===== config.mk =====
export PLATFORM = sky130hd
export DESIGN_NAME = bounded_set_table
export DESIGN_NICKNAME = d
export VERILOG_FILES = /design/src/rtl/bst_pkg.sv /design/src/rtl/bst_cell.sv /design/src/rtl/bounded_set_table.sv
export SDC_FILE = /design/constraint.sdc
export NUM_CORES = 1
export LEC_CHECK = 0
export BUFFER_PORTS_ARGS = -buffer_cell sky130_fd_sc_hd__buf_2
export CAP_MARGIN = 30
export CORE_ASPECT_RATIO = 1.4
export CORE_UTILIZATION = 62
export DETAILED_ROUTE_END_ITERATION = 6
export PLACE_DENSITY = 0.79
export REMOVE_ABC_BUFFERS = 1
export SLEW_MARGIN = 20
export SYNTH_ARGS = -nofsm -noshare
export SYNTH_HDL_FRONTEND = slang
export SYNTH_SLANG_ARGS = --single-unit

===== constraint.sdc =====
create_clock -name clk -period 8.1 [get_ports clk]
set_input_delay 0.81 -clock clk [delete_from_list [all_inputs] [get_ports clk]]
set_output_delay 0.81 -clock clk [all_outputs]
set_load 0.005 [all_outputs]

===== src/rtl/bst_pkg.sv =====
package bst_pkg;

  // Default geometry
  localparam int unsigned DEF_CAPACITY     = 16;
  localparam int unsigned DEF_ELEMENT_BITS = 32;

  // Fixed port widths
  localparam int unsigned KIND_W  = 2;
  localparam int unsigned VALUE_W = 32;
  localparam int unsigned COUNT_W = 5;

  // Request kinds
  typedef enum logic [KIND_W-1:0] {
    KIND_CLEAR  = 2'd0,
    KIND_INSERT = 2'd1,
    KIND_DELETE = 2'd2,
    KIND_QUERY  = 2'd3
  } kind_t;

  // Sequencer states
  typedef enum logic [1:0] {
    ST_IDLE,
    ST_CMP,
    ST_UPD
  } state_t;

  // Control broadcast to every cell
  typedef struct packed {
    logic cmp;  // capture match flag
    logic ins;  // write request value at the tail slot
    logic del;  // shift entries at and after the hit down one place
  } cell_ctl_t;

endpackage


===== src/rtl/bst_cell.sv =====
module bst_cell import bst_pkg::*; #(
  parameter int unsigned ELEMENT_BITS = DEF_ELEMENT_BITS,
  parameter int unsigned CNT_W        = COUNT_W,
  parameter int unsigned IDX          = 0
) (
  input  logic                    clk,
  input  cell_ctl_t               ctl,
  input  logic [ELEMENT_BITS-1:0] value,
  input  logic [CNT_W-1:0]        count,
  input  logic                    prefix_in,
  input  logic [ELEMENT_BITS-1:0] next_entry,
  output logic [ELEMENT_BITS-1:0] entry,
  output logic                    hit,
  output logic                    prefix_out
);

  logic [ELEMENT_BITS-1:0] entry_r, entry_nxt;
  logic                    hit_r, hit_nxt;
  logic                    slot_valid;
  logic                    is_tail;

  // Occupancy follows from the shared count
  assign slot_valid = (CNT_W'(IDX) < count);
  assign is_tail    = (CNT_W'(IDX) == count);

  // Match against the request value
  assign hit_nxt = ctl.cmp ? (slot_valid && (entry_r == value)) : hit_r;

  // A hit at or before this slot pulls the neighbor down
  assign prefix_out = prefix_in | hit_r;

  // Entry update
  always_comb begin
    entry_nxt = entry_r;
    if (ctl.ins && is_tail) begin
      entry_nxt = value;
    end else if (ctl.del && prefix_out) begin
      entry_nxt = next_entry;
    end
  end

  always_ff @(posedge clk) begin
    entry_r <= entry_nxt;
    hit_r   <= hit_nxt;
  end

  assign entry = entry_r;
  assign hit   = hit_r;

endmodule


===== src/rtl/bounded_set_table.sv =====
// Bounded set table: a set of up to CAPACITY distinct values kept as a packed
// list in a row of cells, one entry per cell.
// Input channel (in_valid/in_ready): one request of kind clear, insert, delete
// or query, with the value to look up. Value bits above ELEMENT_BITS are
// ignored.
// Result channel (out_valid/out_ready): one result per request with the prior
// membership, whether the set changed, the new count, and empty/full flags.
// Each request passes through a compare state (ST_CMP), in which every cell
// compares its entry with the value in parallel, and then an update state
// (ST_UPD), in which the hits are combined and the cells update (tail write on
// insert, shift-down chain on delete) as the result is registered.
// The next request is accepted in the update cycle, while the previous result
// may still sit in the output register.
// When the receiver stalls, the finished result holds in the output register;
// a following request is compared but not applied until that slot frees.
// Reset (rst_n low, synchronous) empties the set and drops any request in
// flight; entry storage is not cleared, the count alone marks live entries.
module bounded_set_table import bst_pkg::*; #(
  parameter int unsigned CAPACITY     = DEF_CAPACITY,
  parameter int unsigned ELEMENT_BITS = DEF_ELEMENT_BITS
) (
  input  logic               clk,
  input  logic               rst_n,
  input  logic               in_valid,
  output logic               in_ready,
  input  logic [KIND_W-1:0]  in_kind,
  input  logic [VALUE_W-1:0] in_value,
  output logic               out_valid,
  input  logic               out_ready,
  output logic               out_was_member,
  output logic               out_changed,
  output logic [COUNT_W-1:0] out_entry_count,
  output logic               out_is_empty,
  output logic               out_is_full
);

  localparam int unsigned CNT_W = $clog2(CAPACITY + 1);

  state_t                  state_r, state_nxt;
  kind_t                   kind_r;
  logic [ELEMENT_BITS-1:0] value_r;
  logic [CNT_W-1:0]        count_r, count_nxt;
  logic                    out_valid_r, out_valid_nxt;
  logic                    was_member_r, changed_r, is_empty_r, is_full_r;
  logic [COUNT_W-1:0]      entry_count_r;

  logic                    accept;
  logic                    commit;
  logic                    member;
  logic                    changed;
  logic                    ins_ok;
  logic                    del_ok;
  cell_ctl_t               ctl;
  logic [CAPACITY-1:0]     hit_vec;
  logic [CAPACITY:0]       prefix;
  logic [ELEMENT_BITS-1:0] entry_vec [CAPACITY];
  logic [ELEMENT_BITS+VALUE_W-1:0] value_ext;
  logic [CNT_W+COUNT_W-1:0]        count_ext;

  // Handshake
  assign commit   = (state_r == ST_UPD) && (!out_valid_r || out_ready);
  assign in_ready = (state_r == ST_IDLE) || commit;
  assign accept   = in_valid && in_ready;

  // Next state
  always_comb begin
    state_nxt = state_r;
    unique case (state_r)
      ST_IDLE: if (in_valid) state_nxt = ST_CMP;
      ST_CMP:  state_nxt = ST_UPD;
      ST_UPD: begin
        if (commit) begin
          state_nxt = in_valid ? ST_CMP : ST_IDLE;
        end
      end
      default: state_nxt = ST_IDLE;
    endcase
  end

  // Cell control outputs
  assign member = |hit_vec;
  assign ins_ok = (kind_r == KIND_INSERT) && !member && (count_r < CNT_W'(CAPACITY));
  assign del_ok = (kind_r == KIND_DELETE) && member;

  always_comb begin
    ctl = '0;
    unique case (state_r)
      ST_IDLE: ctl = '0;
      ST_CMP:  ctl.cmp = 1'b1;
      ST_UPD: begin
        ctl.ins = commit && ins_ok;
        ctl.del = commit && del_ok;
      end
      default: ctl = '0;
    endcase
  end

  // Count update and change flag
  always_comb begin
    count_nxt = count_r;
    changed   = 1'b0;
    unique case (kind_r)
      KIND_CLEAR: begin
        changed   = (count_r != '0);
        count_nxt = '0;
      end
      KIND_INSERT: begin
        changed = ins_ok;
        if (ins_ok) count_nxt = count_r + CNT_W'(1);
      end
      KIND_DELETE: begin
        changed = del_ok;
        if (del_ok) count_nxt = count_r - CNT_W'(1);
      end
      KIND_QUERY: changed = 1'b0;
      default:    changed = 1'b0;
    endcase
  end

  assign count_ext = {{COUNT_W{1'b0}}, count_nxt};

  // Output register
  always_comb begin
    out_valid_nxt = out_valid_r;
    if (commit) begin
      out_valid_nxt = 1'b1;
    end else if (out_ready) begin
      out_valid_nxt = 1'b0;
    end
  end

  always_ff @(posedge clk) begin
    if (!rst_n) begin
      state_r     <= ST_IDLE;
      count_r     <= '0;
      out_valid_r <= 1'b0;
    end else begin
      state_r     <= state_nxt;
      out_valid_r <= out_valid_nxt;
      if (commit) count_r <= count_nxt;
    end
  end

  assign value_ext = {{ELEMENT_BITS{1'b0}}, in_value};

  // Request and result payload
  always_ff @(posedge clk) begin
    if (accept) begin
      kind_r  <= kind_t'(in_kind);
      value_r <= value_ext[ELEMENT_BITS-1:0];
    end
    if (commit) begin
      was_member_r  <= member;
      changed_r     <= changed;
      entry_count_r <= count_ext[COUNT_W-1:0];
      is_empty_r    <= (count_nxt == '0);
      is_full_r     <= (count_nxt == CNT_W'(CAPACITY));
    end
  end

  // Row of cells
  assign prefix[0] = 1'b0;

  for (genvar i = 0; i < CAPACITY; i++) begin : g_cell
    logic [ELEMENT_BITS-1:0] next_entry;
    if (i == CAPACITY - 1) begin : g_last
      assign next_entry = entry_vec[i];
    end else begin : g_mid
      assign next_entry = entry_vec[i+1];
    end

    bst_cell #(
      .ELEMENT_BITS (ELEMENT_BITS),
      .CNT_W        (CNT_W),
      .IDX          (i)
    ) u_cell (
      .clk        (clk),
      .ctl        (ctl),
      .value      (value_r),
      .count      (count_r),
      .prefix_in  (prefix[i]),
      .next_entry (next_entry),
      .entry      (entry_vec[i]),
      .hit        (hit_vec[i]),
      .prefix_out (prefix[i+1])
    );
  end

  assign out_valid       = out_valid_r;
  assign out_was_member  = was_member_r;
  assign out_changed     = changed_r;
  assign out_entry_count = entry_count_r;
  assign out_is_empty    = is_empty_r;
  assign out_is_full     = is_full_r;

endmodule

* Yosys cells after proc, flatten, opt, wreduce, memory -nomap -nowiden
Index checks and enable logic that the tools add are counted.
** Storage, ports and cells
- Output and inout port bits :: 11
- Bits in latches :: 0
- Bits in registers :: 579
- Input port bits :: 38
- ROM bits :: 0
- Logic and storage cells :: 237
- Memories :: 0
- Memory bits (writable) :: 0
** Cells by class
- $lt $le $gt $ge :: 17
- Div/mod/pow operators :: 0
- Eq/ne operators :: 39
- Reduce and logical (&&, ||, !) cells :: 81
- Shifts and indexed selects :: 0
- Multipliers :: 0
- Muxes and demuxes :: 42
- Add/sub/neg operators :: 2
- Bitwise operators :: 14
** Operators by type and width (count)
- 32-bit two-way mux :: 30
- 32-bit equality test :: 16
- 1-bit logical AND :: 54
- 4-bit by 5-bit equality test with 1-bit output, first input constant :: 8
- 4-bit by 5-bit < comparator with 1-bit output, first input constant :: 8
- 2-bit nonzero test :: 16
- 3-bit by 5-bit equality test with 1-bit output, first input constant :: 4
- 3-bit by 5-bit < comparator with 1-bit output, first input constant :: 4
- 16-bit OR reduction :: 1
- 5-bit case mux with 3 select lines :: 1
- 1-bit bitwise OR :: 14
- 2-bit by 5-bit equality test with 1-bit output, first input constant :: 2
- 5-bit zero test :: 2
- 1-bit by 5-bit < comparator with 1-bit output, first input constant :: 2
- 2-bit by 5-bit < comparator with 1-bit output, first input constant :: 2
- 5-bit two-way mux :: 2
- 2-bit equality test, second input constant :: 3
- 2-bit two-way mux :: 3
- 2-bit case mux with 3 select lines :: 1
- 5-bit by 1-bit adder with 5-bit output, second input constant :: 1
- 1-bit by 5-bit equality test with 1-bit output, first input constant :: 1
- 5-bit equality test, second input constant :: 1
- 5-bit < comparator, second input constant :: 1
- 5-bit nonzero test :: 1
- 9 further kinds :: 17

* Longest topological paths before layout
- Word-level depth :: 17
- Mapped depth :: 9
- Gate-level depth less buffers :: 8

* Hierarchy
From an unflattened synthesis, not the netlist that was laid out.
** Unflattened totals
- Cell total of the unflattened synthesis :: 2028
- Area, all modules :: 32055.7 µm²
** Modules (own cells, without submodules)
- bst_cell (g_cell[1].u_cell ...) :: area an instance 1914.3 µm², cells each 117, seq. area each 991.0 µm², times used 2
- bounded_set_table :: area an instance 2038.2 µm², cells each 147, seq. area each 1451.4 µm², times used 1
- bst_cell (g_cell[2].u_cell) :: area an instance 1925.6 µm², cells each 117, seq. area each 991.0 µm², times used 1
- bst_cell (g_cell[10].u_cell) :: area an instance 1921.8 µm², cells each 119, seq. area each 991.0 µm², times used 1
- bst_cell (g_cell[9].u_cell) :: area an instance 1919.3 µm², cells each 117, seq. area each 991.0 µm², times used 1
- bst_cell (g_cell[12].u_cell) :: area an instance 1903.1 µm², cells each 119, seq. area each 991.0 µm², times used 1
- bst_cell (g_cell[14].u_cell) :: area an instance 1900.6 µm², cells each 117, seq. area each 991.0 µm², times used 1
- bst_cell (g_cell[13].u_cell) :: area an instance 1899.3 µm², cells each 118, seq. area each 991.0 µm², times used 1
- bst_cell (g_cell[6].u_cell) :: area an instance 1899.3 µm², cells each 119, seq. area each 991.0 µm², times used 1
- bst_cell (g_cell[4].u_cell) :: area an instance 1896.8 µm², cells each 119, seq. area each 991.0 µm², times used 1
- bst_cell (g_cell[0].u_cell) :: area an instance 1889.3 µm², cells each 117, seq. area each 991.0 µm², times used 1
- bst_cell (g_cell[11].u_cell) :: area an instance 1885.6 µm², cells each 118, seq. area each 991.0 µm², times used 1
- bst_cell (g_cell[5].u_cell) :: area an instance 1796.7 µm², cells each 117, seq. area each 991.0 µm², times used 1
- bst_cell (g_cell[7].u_cell) :: area an instance 1785.5 µm², cells each 116, seq. area each 991.0 µm², times used 1
- +2 rows

* Worst setup path after synthesis
Ideal clock, no wire load.
- Kind :: in2reg
- From :: input out_ready
- To :: register g_cell[4].u_cell.entry_r[0] (enable)
- Setup time :: 466 ps
- Required time :: 7634 ps
- Stages :: 6
- Data arrival time :: 3931 ps
- Path slack :: 3704 ps
- Path buffers :: 1
- Path through :: nand2b_1 -> nand2b_1 -> clkbuf_1 -> clkinv_1 -> nand2_1 -> o21ai_0
** On the way
- Word-level cells in the longest chain between the ends :: 6
- Elaborated cells on any way between the ends :: 8
- Those cells by class :: 1 x mux; 7 x reduce/logical
** RTL lines
- start: declaration :: line bounded_set_table.sv:29 : input logic out_ready,
- 1-bit logical OR * :: line bounded_set_table.sv:61 : assign commit = (state_r == ST_UPD) && (!out_valid_r || out_ready);
- 1-bit logical AND * :: line bounded_set_table.sv:61
- named net commit :: line bounded_set_table.sv:48 : logic commit;
- 1-bit logical AND, on equally long branches :: line bounded_set_table.sv:92, bounded_set_table.sv:91
- 2-bit two-way mux * :: line bounded_set_table.sv:87 : unique case (state_r)
- 1-bit logical AND, on equally long branches :: line bst_cell.sv:37, bst_cell.sv:35
- 2-bit nonzero test (no source line) *
- end signal: assignment :: line bst_cell.sv:43 : entry_r <= entry_nxt;
- end: declaration :: line bst_cell.sv:17 : logic [ELEMENT_BITS-1:0] entry_r, entry_nxt;
The timed path passes the listed nets; every way through them passes the cells marked *.
A chain may end at the register's enable or synchronous reset.

* Final worst setup path
- From :: register g_cell[12].u_cell.hit_r
- To :: register g_cell[13].u_cell.entry_r[3] (enable)
** On the way
- Word-level cells in the longest chain between the ends :: 8
- Elaborated cells on any way between the ends :: 13
- Those cells by class :: 1 x mux; 2 x bitwise; 10 x reduce/logical
** RTL lines
- start: declaration :: line bst_cell.sv:18 : logic hit_r, hit_nxt;
- start signal: assignment :: line bst_cell.sv:44 : hit_r <= hit_nxt;
- 16-bit OR reduction :: line bounded_set_table.sv:81 : assign member = |hit_vec;
- 1-bit zero test :: line bounded_set_table.sv:82 : assign ins_ok = (kind_r == KIND_INSERT) && !member && (count_r < CNT_W'(CAPACITY));
- 1-bit logical AND (2 in a row) :: line bounded_set_table.sv:82
- 1-bit logical AND :: line bounded_set_table.sv:91 : ctl.ins = commit && ins_ok;
- 2-bit two-way mux :: line bounded_set_table.sv:87
- 1-bit logical AND :: line bst_cell.sv:35 : if (ctl.ins && is_tail) begin
- 2-bit nonzero test (no source line) *
- end signal: assignment :: line bst_cell.sv:43
- end: declaration :: line bst_cell.sv:17
Every way passes the cells marked *; elsewhere a longest branch is shown, timed or not.

==> metrics.md <==
| Metric | Value |
|---|---|
| Pin count of the biggest net entering global routing | `35` |
| R2r startpoint | `g_cell[12].u_cell.hit` |
| Top sig layer | `met4` |
| DR vias/cell | `6.37` |
| Postcts setup bufs | `0` |
| Crit path kind | `flop to flop` |
| Leakage | `10.9 nW` |
| Tmin final | `3.89 ns` |
| Max Buffers Root-to-Sink | `3` |
| Final Core Density | `0.688` |
| Reg2Reg Setup Slack | `4.21 ns` |
| Initial core utilization | `0.627` |
| IO Port Bufs | `48` |
| Status | `complete, no violations` |
| Clk sinks | `579` |
| H-tree Lvls | `2` |
| Core area | `0.0479 mm2` |
| Yosys warning count | `0` |
| RSZ-0062 raised after global routing | `false` |
| Yosys top cell area share | `0.571` |
| Overflow after GRT | `0` |
| Vias in the first global route | `18300` |
| RD Place Congestion | `0.968` |
| Tot GR Track Use | `0.324` |
| Via count | `17700` |
| Pre-CTS WS | `4.11 ns` |
| Drt total wl | `79.4 mm` |
| CTS tree | `built` |
| Drc violations | `0` |
| Die area | `0.0493 mm2` |
| Initial antenna violation count | `2` |
| Post-synth ARST share | `0` |
| HP Class | `input pin to flop` |
| Pwr Density | `199 mW/mm2` |
| Detailed Routing Iterations Pass 1 | `5` |
| Slew margin rel. | `0.291` |
| Share of cells above drive strength 1 | `0.319` |
| Arr. time, crit path | `4.15 ns` |
| Slew Viols, Final | `0` |
| Top post-synthesis cells by area | `edfxtp_1, mux2_2, xnor2_1` |
| # setup viols final | `0` |
| Hold buffers post-CTS | `0` |
| Sequential fraction of the synthesis area | `0.577` |
| Mean Syn Cell Area | `14.2 um2` |
| Most common cell in the netlist | `edfxtp_1` |
| Reg-to-Reg End | `g_cell[13].u_cell.entry[3]` |
| Metal1 wirelength | `27.6 mm` |
| Crit path capture | `g_cell[13].u_cell.entry[3]` |
| CTS Buf Count | `55` |
| Setup WS post-layout | `4.21 ns` |
| Top-Level Pins | `49` |
| CP required | `8.36 ns` |
| Fin nets | `2146` |
| Gate Count Post-Synth | `2109` |
| Horiz. Die Dim | `188 um` |
| Clk_skew | `0.0383 ns` |
| Critical path endpoint category | `flop` |
| Area Growth Syn to Fin | `9.80%` |
| Post_cts resized | `0` |
| Max cap viols | `0` |
| DR WL met2 | `41.8 mm` |
| Placed Cells incl. Taps | `2676` |
| Synth cell types | `53` |
| Worst hold margin | `0.344 ns` |
| Top post-synthesis cells by count | `edfxtp_1, mux2_2, xnor2_1` |
| Slew @ Worst Pin | `1.04 ns` |
| Metal3 WL | `4.23 mm` |
| Clock root cell | `clkbuf_16` |
| TNS Setup | `0 ns` |
| Hold Vio Cnt, Final | `0` |
| Maximum clock frequency | `257 MHz` |
| Post-synth EDFFs | `571` |
| First-pass GRT wire length | `117 mm` |
| Post-synthesis register bit count | `579` |
| Die height | `262 um` |
| Crit path launch | `g_cell[12].u_cell.hit` |
| Cell Area, Synth | `0.0300 mm2` |
| Final cycle utilization of the critical path | `0.480` |
| FF-to-FF path depth | `7` |
| Detail Placement HPWL | `54.8 mm` |
| 1st-iter DRT viols | `1472` |
| Max VDD drop | `0.197 mV` |
| Non-Filler Instances | `2782` |
| Remaining antenna violation count | `0` |
| Latest clock arrival within the worst-skew pair | `0.64 ns` |
| Startpoint Class | `flop` |
| Worst Path Max Fanout | `33` |
| WL per Instance | `28.5 um` |
| Most used DFF post-synth | `edfxtp_1` |
| Clock slew at reported path FFs | `0.07 ns` |
| Site Rows | `95` |
| Synth area leader | `edfxtp_1` |
[layout make-up]
type | count | area (um2)
Multi-Input combinational cell | 1334 | 12000
Clock inverter | 45 | 601
Clock buffer | 59 | 1390
Tap cell | 630 | 788
Antenna cell | 2 | 5.00
Fill cell | 3265 | 14900
Sequential cell | 579 | 17300
Timing Repair Buffer | 125 | 818
Inverter | 8 | 30.0
[sequential cells by signal (all words and copies together), names as in the netlist, 2 cells and up]
| register | flops |
|---|---|
| kind_r | 2 |
| state_r | 2 |
| g_cell.u_cell.entry | 512 |
| out_entry_count | 5 |
| count_r | 5 |
| value_r | 32 |
| g_cell.u_cell.hit | 16 |
[power by group]
group	internal (mW)	switching (mW)	leakage, nW	total [mW]
Combinational	0.133	0.259	4.65	0.392
Clock	1.67	1.16	0.959	2.83
Sequential	3.29	0.0277	5.24	3.32
[metal layers]
metal  vias up  GRT usage
li1       7786          -
met1      8905      0.354
met2       751      0.581
met3       281     0.0469
met4         0      0.216
met5         -          0
[how the worst min path moves through the flow]
stage                            start     endpoint  slack [ns]  depth (start not counted)
after global placement      state_r[0]   state_r[1]        0.46                          1
after CTS                 in_value[12]  value_r[12]        0.33                          1
after floorplan             state_r[0]   state_r[1]        0.45                          1
after global routing      in_value[24]  value_r[24]        0.33                          1
after detailed placement     out_valid    out_valid        0.51                          2
final                     in_value[12]  value_r[12]        0.34                          1
[cell usage in the layout, fill, tap and decap left out, types with 8 or more instances in the layout]
cell	n
clkinv_2	10
buf_4	77
nor3_1	12
nand4_1	76
xnor2_1	281
buf_2	48
nand3_1	33
xor2_1	231
dfxtp_1	8
o21ai_2	9
bufinv_16	13
nand2_1	24
o21ai_0	9
a21oi_1	11
mux2_1	29
clkinv_1	12
edfxtp_1	571
clkbuf_16	55
mux2_2	451
nor2_1	20
nor4_1	79
[cells by family after synthesis]
kind of cell,Yosys count,share of synthesized area
buffers and inverters,196,0.0248
muxes,481,0.180
DFF,579,0.577
xor gates and xnor gates,512,0.149
and+or+nand+nor,280,0.0543
adders and majority gates,5,0.00208
AOI/OAI and AO/OA,56,0.0125
[worst max-delay path, stage by stage, from the launching register on]
cell and delay (ns):
edfxtp_1 0.43, nor4_1 0.42, nand4_1 0.31, nor4_4 0.77
nand2_1 0.25, or4_1 0.45, buf_4 0.28, nand2_2 0.58
[stage by stage]
stage / area, um2 / total power [mW]
floorplan: 29300 / 3.61
global placement: 31000 / 3.76
detailed placement: 31000 / 3.77
CTS: 33000 / 6.57
global route: 33000 / 6.69
finish: 33000 / 6.54
Power figures use the tool's default switching activity.
